`src/rtl/mwr_pkg.sv`:
```
// ----------------------------------------------------------------------------
// mwr_pkg: shared types for the 2-D window range block
// Word types for both channels, the queued item and register indexes.
// ----------------------------------------------------------------------------
package mwr_pkg;

  // register indexes of the configuration port
  localparam logic CFG_WINDOW_SIZE = 1'b0;
  localparam logic CFG_IMAGE_WIDTH = 1'b1;

  // widest values the parameters allow
  localparam int unsigned PIX_MAX_W  = 32;
  localparam int unsigned COL_MAX_W  = 12;
  localparam int unsigned SLOT_MAX_W = 6;
  localparam int unsigned WIN_MAX_W  = 7;

  typedef struct packed {
    logic [15:0] pixel_value;
    logic        last_pixel;
  } in_word_t;

  typedef struct packed {
    logic [15:0] min_range;
    logic        window_found;
  } out_word_t;

  // classified item handed from front to back
  typedef struct packed {
    logic [PIX_MAX_W-1:0]  pix;
    logic [COL_MAX_W-1:0]  col;
    logic [SLOT_MAX_W-1:0] slot;
    logic [WIN_MAX_W-1:0]  win;
    logic                  new_row;
    logic                  vert;
    logic                  last;
  } item_t;

endpackage

```
`src/rtl/mwr_queue.sv`:
```
// ----------------------------------------------------------------------------
// mwr_queue: two-entry queue
// Decouples the classifying front from the executing back.
// ----------------------------------------------------------------------------
module mwr_queue (
  input  logic          clk_i,
  input  logic          rst_ni,
  input  logic          push_i,
  input  mwr_pkg::item_t data_i,
  output logic          full_o,
  input  logic          pop_i,
  output logic          empty_o,
  output mwr_pkg::item_t data_o
);
  import mwr_pkg::*;

  item_t      mem_q [2];
  logic       wptr_q, wptr_d, rptr_q, rptr_d;
  logic [1:0] cnt_q, cnt_d;

  assign full_o  = (cnt_q == 2'd2);
  assign empty_o = (cnt_q == 2'd0);
  assign data_o  = mem_q[rptr_q];

  always_comb begin
    wptr_d = wptr_q;
    rptr_d = rptr_q;
    cnt_d  = cnt_q;
    if (push_i) begin
      wptr_d = ~wptr_q;
    end
    if (pop_i) begin
      rptr_d = ~rptr_q;
    end
    if (push_i && !pop_i) begin
      cnt_d = cnt_q + 2'd1;
    end else if (pop_i && !push_i) begin
      cnt_d = cnt_q - 2'd1;
    end
  end

  always_ff @(posedge clk_i) begin
    if (push_i) begin
      mem_q[wptr_q] <= data_i;
    end
  end

  always_ff @(posedge clk_i or negedge rst_ni) begin
    if (!rst_ni) begin
      wptr_q <= 1'b0;
      rptr_q <= 1'b0;
      cnt_q  <= 2'd0;
    end else begin
      wptr_q <= wptr_d;
      rptr_q <= rptr_d;
      cnt_q  <= cnt_d;
    end
  end

endmodule

```
`config.mk`:
```
export PLATFORM = sky130hd
export DESIGN_NAME = mwr_queue
export DESIGN_NICKNAME = d
export VERILOG_FILES = /design/src/rtl/mwr_pkg.sv /design/src/rtl/mwr_queue.sv
export SDC_FILE = /design/constraint.sdc
export NUM_CORES = 1
export LEC_CHECK = 0
export BUFFER_PORTS_ARGS = -buffer_cell sky130_fd_sc_hd__buf_2
export CORE_UTILIZATION = 52
export DETAILED_ROUTE_END_ITERATION = 10
export PLACE_DENSITY = 0.82
export SYNTH_ARGS = -nofsm -noshare
export SYNTH_HDL_FRONTEND = slang
export SYNTH_SLANG_ARGS = --single-unit
```
`constraint.sdc`:
```
create_clock -name clk_i -period 4.6 [get_ports clk_i]
set_input_delay 0.92 -clock clk_i [delete_from_list [all_inputs] [get_ports clk_i]]
set_output_delay 0.92 -clock clk_i [all_outputs]
set_load 0.05 [all_outputs]
```
==> metrics.txt <==
Worst setup EP type output pin; DRC viols 6; synthesis-stage register bit count 124; Max transition margin 0.255; synth-to-layout area growth 25.0%; CP Class flop to output pin; count of cell types in the netlist 13; Max IR drop VDD 0.000565 V; Gate Count Post-Synth 203; reg-to-reg startpoint wptr_q; CP Max Fanout 61; fin nets 407; Tcrit/Tclk final 0.710; footprint of the multi-input gates 988 um2; Req. time, crit path 3.68 ns; R2R Path End mem_q[1][47]; clock skew 0.00792 ns; IO Port Bufs 125; Finished Cell Area 6020 um2; Detailed Route WL 7380 um; First-pass DRT Iterations 9; clk sinks 124; final hold violations 0; antenna violations before repair 0; Finish-stage setup viols 0; Post-Syn Nets 268; Core Util, Final 0.681; initial core utilization 0.545; initial DRC count 95; Fmax achieved 306 MHz; vias post-DR 2,260; post-cts resize count 0; max cap viols 0; Hold Buf Count CTS 0; max incr delay on CP 1.15 ns; power per cell area 765 nW/um2; post-CTS setup buffer count 0; Layout fillers 613; largest net degree at the start of global routing 62; unrepaired setup endpoints after global routing false; Die Y 98.3 um; failing checks DRC; CTS tree done; Tot GR Track Use 0.165; Synth Area per Inst 23.7 um2; # IOs 126; synth warn 0; drt wl/cell 15.9 um; Hold Slack 0.213 ns; CORE AREA 8850 um2; later-pin clock latency in the skew report 0.50 ns; fraction of layout cells with a size suffix above 1 0.608; pre-CTS setup slack 1.86 ns; H-Tree Depth 4; row cnt 34; Seq/Total Area, Yosys 0.769; setup total negative slack 0 ns; Antenna Cells 0; vias in the first global route 2,265; Post-DRT Antenna Nets 0; TritonCTS Buffers 17; Tmin final 3.26 ns; most frequent cells in the layout 125 x buf_2, 120 x edfxtp_1, 59 x mux2_4; CP cell instances mux2_2 > buf_2; Worst path slowest cell dfrtp_4; worst hold path type primary input to async pin; worst-margin pin slew 1.12 ns; Die ar. 9660 um2; clock-pin slew on the worst setup and hold paths 0.06 ns; CP arrival 2.34 ns; most common cell after layout, fill and taps aside buf_2; reg2reg path depth 2; first-pass GRT wire length 11,400 um; leakage 2.47 nW; r2r setup slk 2.60 ns; placed cell area 5480 um2; clock root buffer clkbuf_8; GRT overflow 0; routability cong. 0.635; chip width 98.3 um; Final WS setup 1.34 ns; Max Root-Sink Buffers 2; register area 3710 um2; vias per std cell 4.88; Syn Std Cell Area 4820 um2; outcome complete, but fails checks; max-slew violations 0; Worst Setup Start Kind flop
==> worst max path at each step <==
| stage | from | end | slack (ns) |
|---|---|---|---|
| floorplan | push_i | mem_q[0][0] | 0.55 |
| global placement | rptr_q | data_o[52] | 1.86 |
| detailed placement | rptr_q | data_o[52] | 1.86 |
| CTS | rptr_q | data_o[52] | 1.30 |
| global route | rptr_q | data_o[52] | 1.24 |
| finish | rptr_q | data_o[52] | 1.34 |
==> layer usage <==
metal / vias up / routed length, um / track usage
li1: 1078 / - / -
met1: 1093 / 3030 / 0.189
met2: 78 / 3880 / 0.274
met3: 11 / 381 / 0.0644
met4: 0 / 93 / 0.0758
met5: - / 0 / 0
==> cell usage after synthesis <==
library cell    n  area [um2]
xor2_1          4        35.0
mux2_2          1        11.3
dfrtp_1         4         100
and2_1          1        6.26
ha_1            1        12.5
nor2b_1         2        12.5
edfxtp_1      120        3600
nor2_1          2        7.51
mux2_4         59         886
inv_1           1        3.75
buf_12          6         120
buf_6           1        11.3
xnor2_1         1        8.76
==> power breakdown <==
part,switching [mW],internal [mW]
clock,0.452,0.758
combinational,1.10,0.589
sequential,0.204,1.50
==> flip-flops by register name, indices dropped and copies added, names as in the netlist <==
register / flops
mem_q: 120
rptr_q: 1
cnt_q: 2
wptr_q: 1
==> through the flow <==
step	total power, mW	std cells
CTS	4.66	463
finish	4.61	463
detailed placement	3.44	431
floorplan	3.22	203
global placement	3.41	431
global route	4.78	463
==> logic make-up after synthesis <==
| logic type | Yosys count | synth area share |
|---|---|---|
| XOR/XNOR | 5 | 0.00909 |
| adder cells (fa/ha/maj) | 1 | 0.00260 |
| buffers and inverters | 8 | 0.0280 |
| flip-flops | 124 | 0.769 |
| multiplexers | 60 | 0.186 |
| AND/OR/NAND/NOR | 5 | 0.00545 |
==> critical path: cells and delay by family (launching register included) <==
family,cells,cell delay [ns]
multiplexers,1,0.41
flip-flops,1,1.15
buffers and inverters,1,0.21
==> area by class of cell <==
type,instances,area share
tap,108,0.0224
clock inverter,14,0.0214
sequential,124,0.616
timing repair buffer,127,0.106
multi-input combinational,71,0.164
inverter,1,0.000623
clock buffer,18,0.0694
Note: power is estimated with default switching activity, not from simulation.
