`config.mk`:
```
export PLATFORM = sky130hd
export DESIGN_NAME = mwr_front
export DESIGN_NICKNAME = d
export VERILOG_FILES = /design/src/rtl/mwr_pkg.sv /design/src/rtl/mwr_front.sv
export SDC_FILE = /design/constraint.sdc
export NUM_CORES = 1
export LEC_CHECK = 0
export ABC_AREA = 1
export BUFFER_PORTS_ARGS = -buffer_cell sky130_fd_sc_hd__buf_2
export CORE_UTILIZATION = 25
export CTS_BUF_LIST = sky130_fd_sc_hd__clkbuf_16
export DETAILED_ROUTE_END_ITERATION = 16
export GPL_ROUTABILITY_DRIVEN = 0
export GPL_TIMING_DRIVEN = 0
export HOLD_SLACK_MARGIN = 0.15
export PLACE_DENSITY = 0.56
export SLEW_MARGIN = 10
export SYNTH_ARGS = -nofsm -noshare
export SYNTH_HDL_FRONTEND = slang
export SYNTH_SLANG_ARGS = --single-unit
```
`constraint.sdc`:
```
create_clock -name clk_i -period 5.7 [get_ports clk_i]
set_input_delay 1.14 -clock clk_i [delete_from_list [all_inputs] [get_ports clk_i]]
set_output_delay 1.14 -clock clk_i [all_outputs]
set_load 0.01 [all_outputs]
```
`src/rtl/mwr_pkg.sv`:
```
// ----------------------------------------------------------------------------
// mwr_pkg: shared types for the 2-D window range block
// Word types for both channels, the queued item and register indexes.
// ----------------------------------------------------------------------------
package mwr_pkg;

  // register indexes of the configuration port
  localparam logic CFG_WINDOW_SIZE = 1'b0;
  localparam logic CFG_IMAGE_WIDTH = 1'b1;

  // widest values the parameters allow
  localparam int unsigned PIX_MAX_W  = 32;
  localparam int unsigned COL_MAX_W  = 12;
  localparam int unsigned SLOT_MAX_W = 6;
  localparam int unsigned WIN_MAX_W  = 7;

  typedef struct packed {
    logic [15:0] pixel_value;
    logic        last_pixel;
  } in_word_t;

  typedef struct packed {
    logic [15:0] min_range;
    logic        window_found;
  } out_word_t;

  // classified item handed from front to back
  typedef struct packed {
    logic [PIX_MAX_W-1:0]  pix;
    logic [COL_MAX_W-1:0]  col;
    logic [SLOT_MAX_W-1:0] slot;
    logic [WIN_MAX_W-1:0]  win;
    logic                  new_row;
    logic                  vert;
    logic                  last;
  } item_t;

endpackage

```
`src/rtl/mwr_front.sv`:
```
// ----------------------------------------------------------------------------
// mwr_front: configuration and raster tracking
// Holds the registers, follows column, row and line slot, tags each word.
// ----------------------------------------------------------------------------
module mwr_front #(
  parameter int unsigned MAX_WIDTH  = 1024,
  parameter int unsigned MAX_WINDOW = 16,
  parameter int unsigned PIXEL_BITS = 16
) (
  input  logic              clk_i,
  input  logic              rst_ni,
  input  logic              cfg_we_i,
  input  logic              cfg_idx_i,
  input  logic [10:0]       cfg_data_i,
  input  logic              in_valid_i,
  output logic              in_ready_o,
  input  mwr_pkg::in_word_t in_i,
  output logic              push_o,
  input  logic              full_i,
  output mwr_pkg::item_t    item_o
);
  import mwr_pkg::*;

  localparam int unsigned CNW = $clog2(MAX_WIDTH + 1);
  localparam int unsigned RCW = $clog2(MAX_WINDOW + 1);
  localparam int unsigned SW  = (MAX_WINDOW > 1) ? $clog2(MAX_WINDOW) : 1;

  logic [4:0]     win_cfg_q;
  logic [10:0]    width_cfg_q;
  logic [CNW-1:0] col_q, col_d, c;
  logic [RCW-1:0] rc_q, rc_d;
  logic [SW-1:0]  slot_q, slot_d;
  logic           new_row;
  int unsigned    k_eff, w_eff;
  logic [31:0]    pix32;

  // row count seen by this word, before the end-of-image clear
  function automatic logic [RCW-1:0] rc_d_sat(logic [RCW-1:0] rc, logic nr);
    logic [RCW-1:0] r;
    r = rc;
    if (nr && 32'(rc) < MAX_WINDOW) r = rc + RCW'(1);
    return r;
  endfunction

  assign in_ready_o = !full_i;
  assign push_o     = in_valid_i && !full_i;
  assign pix32      = 32'(in_i.pixel_value);

  always_comb begin
    k_eff = 32'(win_cfg_q);
    if (k_eff == 0) k_eff = 1;
    if (k_eff > MAX_WINDOW) k_eff = MAX_WINDOW;
    w_eff = 32'(width_cfg_q);
    if (w_eff == 0) w_eff = 1;
    if (w_eff > MAX_WIDTH) w_eff = MAX_WIDTH;
  end

  always_comb begin
    rc_d    = rc_q;
    slot_d  = slot_q;
    c       = col_q;
    new_row = 1'b0;
    if (rc_q == '0) begin
      rc_d    = RCW'(1);
      slot_d  = '0;
      c       = '0;
      new_row = 1'b1;
    end else if (32'(col_q) >= w_eff) begin
      c       = '0;
      new_row = 1'b1;
      slot_d  = (32'(slot_q) == MAX_WINDOW - 1) ? '0 : slot_q + SW'(1);
      if (32'(rc_q) < MAX_WINDOW) rc_d = rc_q + RCW'(1);
    end
    col_d = c + CNW'(1);
    if (in_i.last_pixel) rc_d = '0;
  end

  always_comb begin
    item_o.pix     = PIX_MAX_W'(pix32[PIXEL_BITS-1:0]);
    item_o.col     = COL_MAX_W'(c);
    item_o.slot    = SLOT_MAX_W'(slot_d);
    item_o.win     = WIN_MAX_W'(k_eff);
    item_o.new_row = new_row;
    item_o.vert    = (32'(c) + 1 >= k_eff) &&
                     (32'((rc_q == '0) ? RCW'(1) : rc_d_sat(rc_q, new_row)) >= k_eff);
    item_o.last    = in_i.last_pixel;
  end

  always_ff @(posedge clk_i or negedge rst_ni) begin
    if (!rst_ni) begin
      win_cfg_q   <= 5'd1;
      width_cfg_q <= 11'd1024;
      col_q       <= '0;
      rc_q        <= '0;
      slot_q      <= '0;
    end else begin
      if (cfg_we_i) begin
        case (cfg_idx_i)
          CFG_WINDOW_SIZE: win_cfg_q   <= cfg_data_i[4:0];
          CFG_IMAGE_WIDTH: width_cfg_q <= cfg_data_i;
          default: ;
        endcase
      end
      if (push_o) begin
        col_q  <= col_d;
        rc_q   <= rc_d;
        slot_q <= slot_d;
      end
    end
  end

endmodule

```
==> impl_metrics.toml <==
[routing]
routed_via_density = 4.29
postRouteAntennaNets = 0
routed_wl_um = 6960
drc_errors = 0
vias = 2623
drt-initial-drc-count = 123
drtPass1Iterations = 5
post_drt_wl_per_cell_um = 11.4

[sta]
relSlewSlack_pct = 44.6
clock.fmax_mhz = 186
fin_skew_ps = 5.34
period_share_pct = 94.4
slew_viol_final = 0
worst_hold_slack_ps = 491
hold_viol = 0
finalSetupViolCount = 0
fin_crit_ps = 5380
worstMarginPinSlew_ps = 832

[grt]
antenna_found_initial = 0
overflow = 0
grt_pass1_wl_um = 11300
grt_max_degree = 37
track_usage_pct = 12.2
grt_pass1_vias = 2422

[die]
die_h_um = 109
io_pins = 96
rows = 38
dieArea_um2 = 11900
core_um2 = 11000
dieWidth_um = 109
initial_core_util_pct = 26.0

[min_path]
min_path_type = "reg -> reg"

[synthesis]
synth_compound_area_share_pct = 12.2
synth_top_cell_area_share_pct = 29.6
synthMuxAreaShare_pct = 1.96
netlist-cell-type-count = 37
avgSynthCellArea_um2 = 7.52
synth_edf_count = 0
synth_top_family_by_area = "simple AND/OR/NAND/NOR gates"
synth_simple_gate_area_share_pct = 23.8
syn_area_um2 = 2870
synthAdderAreaFrac_pct = 10.9
synth_xor_area_share_pct = 1.22
yosysWarnings = 0
async_reset_ff_share_pct = 100
ys_seq_area_share_pct = 31.5
ys_top_cells_by_area = "dfrtp_1 30%, nand2_1 12%, ha_1 11%"
ys_top_cells_by_count = "91 x nand2_1, 53 x inv_1, 39 x buf_4, 35 x o21ai_0, 34 x dfrtp_1"
synthCells = 382
synth-seq-cells = 36
synth-main-ff-cell = "dfrtp_1"
yosysMostFrequentCell = "nand2_1"
post-synth-top-area-cell = "dfrtp_1"

[clock_tree]
insertion_delay_ps = 280
cts_hold_buf = 0
cts_buffers = 5
h-tree-depth = 2
cts_tree = "built"
cts.sinks = 36
cts_buffer_depth = 2
cts-root-buf = "clkbuf_16"
clk_pin_slew_ps = 60

[pwr]
leakage_nw = 1.97
power.density_nw_per_um2 = 324
design_power_total_mw = 1.18
ir_drop_mv = 0.172

[cells_and_area]
antennaDiodeCount = 0
area_growth_pct = 26.8
final_nets = 530
layout-drive-gt1-share_pct = 29.7
final_core_util_pct = 33.0
fillers = 1203
layout.cells.non_filler = 612

[critical_path]
cp_max_fo = 10
worstSetupPathType = "reg -> out"
cpMaxStageDelayCell = "dfrtp_1"
crit_family = "simple AND/OR/NAND/NOR gates"
cp.arrival_ps = 4240
critPathMaxStageDelay_ps = 410
r2r_slack_ps = 2350
critical_path_buf_inv_count = 3
critPathCaptureType = "primary output"
critPathLaunchType = "register"
required_ps = 4560
worstPathCellList = "nor4_1, nand3_1, nand2_4, buf_4, nand2_1, ha_1, a21o_1, a21oi_4, nand3_4, buf_8, nor2_4, ha_4, ha_1, a21boi_0, o21a_1, o21ai_1, nand2_1, a21oi_2, nand3_1, nor2_1, a21oi_1, buf_2"

[place]
dp_hpwl_um = 5510
io_buffer_count = 58
dp_cells = 600

[outcome]
status = "completed"

[run]
maxCapViolCount = 0
-- cell type report --
type | instances | area, um^2 | share of cell area (%)
buffer | 44 | 323 | 8.86
clock buffer | 5 | 125 | 3.44
sequential | 36 | 903 | 24.8
multi-input combinational | 267 | 1570 | 43.1
tap | 140 | 175 | 4.81
timing repair buffer | 62 | 320 | 8.79
clock inverter | 3 | 18.8 | 0.515
inverter | 55 | 206 | 5.67
-- worst paths after layout --
kind                                            start  cells after the start                         end
min in group asynchronous                      rst_ni                      1       slot_q[2]$_DFFE_PN0P_
setup / recovery           width_cfg_q[2]$_DFFE_PN0P_                     22                   item_o[1]
hold reg to reg              win_cfg_q[3]$_DFFE_PN0P_                      2    win_cfg_q[3]$_DFFE_PN0P_
max in group asynchronous                      rst_ni                      1  width_cfg_q[8]$_DFFE_PN0P_
hold / removal               win_cfg_q[3]$_DFFE_PN0P_                      2    win_cfg_q[3]$_DFFE_PN0P_
setup reg to reg           width_cfg_q[2]$_DFFE_PN0P_                     18        col_q[8]$_DFFE_PN0P_
-- layer usage --
layer	track usage [%]	wire length (um)	share of wire, %
met5	0	0	0
met3	2.45	435	6.2
met1	15.9	3200	46
met4	3.71	97	1.4
met2	20.1	3230	46
-- worst min-delay path, cell delays in order (launching register included) --
cell	delay (ps)
dfrtp_1	340
nand2_1	50
o21ai_0	60
-- cells in the final DEF (no fill, tap or decap), drive strengths merged, types with 2 or more instances in the layout --
cell type,instances
a211oi,2
a21oi,16
buf,102
clkbuf,9
clkinv,4
conb,21
dfrtp,34
dfstp,2
ha,25
inv,54
mux2,5
nand2,94
nand3,17
nand4,7
nor2,27
nor3,2
nor4,2
o21a,4
o21ai,36
xor2,4
-- power breakdown --
group | total [mW] | internal (mW) | switching, mW
combinational | 0.586 | 0.241 | 0.346
sequential | 0.323 | 0.291 | 0.0321
clock | 0.272 | 0.161 | 0.111
total | 1.18 | 0.693 | 0.489
-- what timing repair did --
item,CTS,global route
setup endpoints to repair,0,1
gates resized for setup,0,14
buffers inserted,0,4
-- cells by family (layout without fill, tap and decap cells) --
logic type | Yosys count | after routing
AOI/OAI and AO/OA | 62 | 62
xor gates and xnor gates | 4 | 4
adders and majority gates | 25 | 25
buffers and inverters | 99 | 169
DFF | 36 | 36
muxes | 5 | 5
other | 1 | 21
and+or+nand+nor | 150 | 150
-- registers in the layout, indices dropped and copies added, names as in the netlist --
name         cells
col_q           11
rc_q             5
slot_q           4
width_cfg_q     11
win_cfg_q        5
-- through the flow --
stage	setup WS, ps	instance area (um^2)	setup TNS (ps)
3_3_place_gp	421	3410	0
5_1_grt	-30.6	3640	-30.6
3_5_place_dp	386	3410	0
6_report	321	3640	0
2_1_floorplan	954	2950	0
4_1_cts	52.1	3560	0
Note: power is estimated with default switching activity, not from simulation.
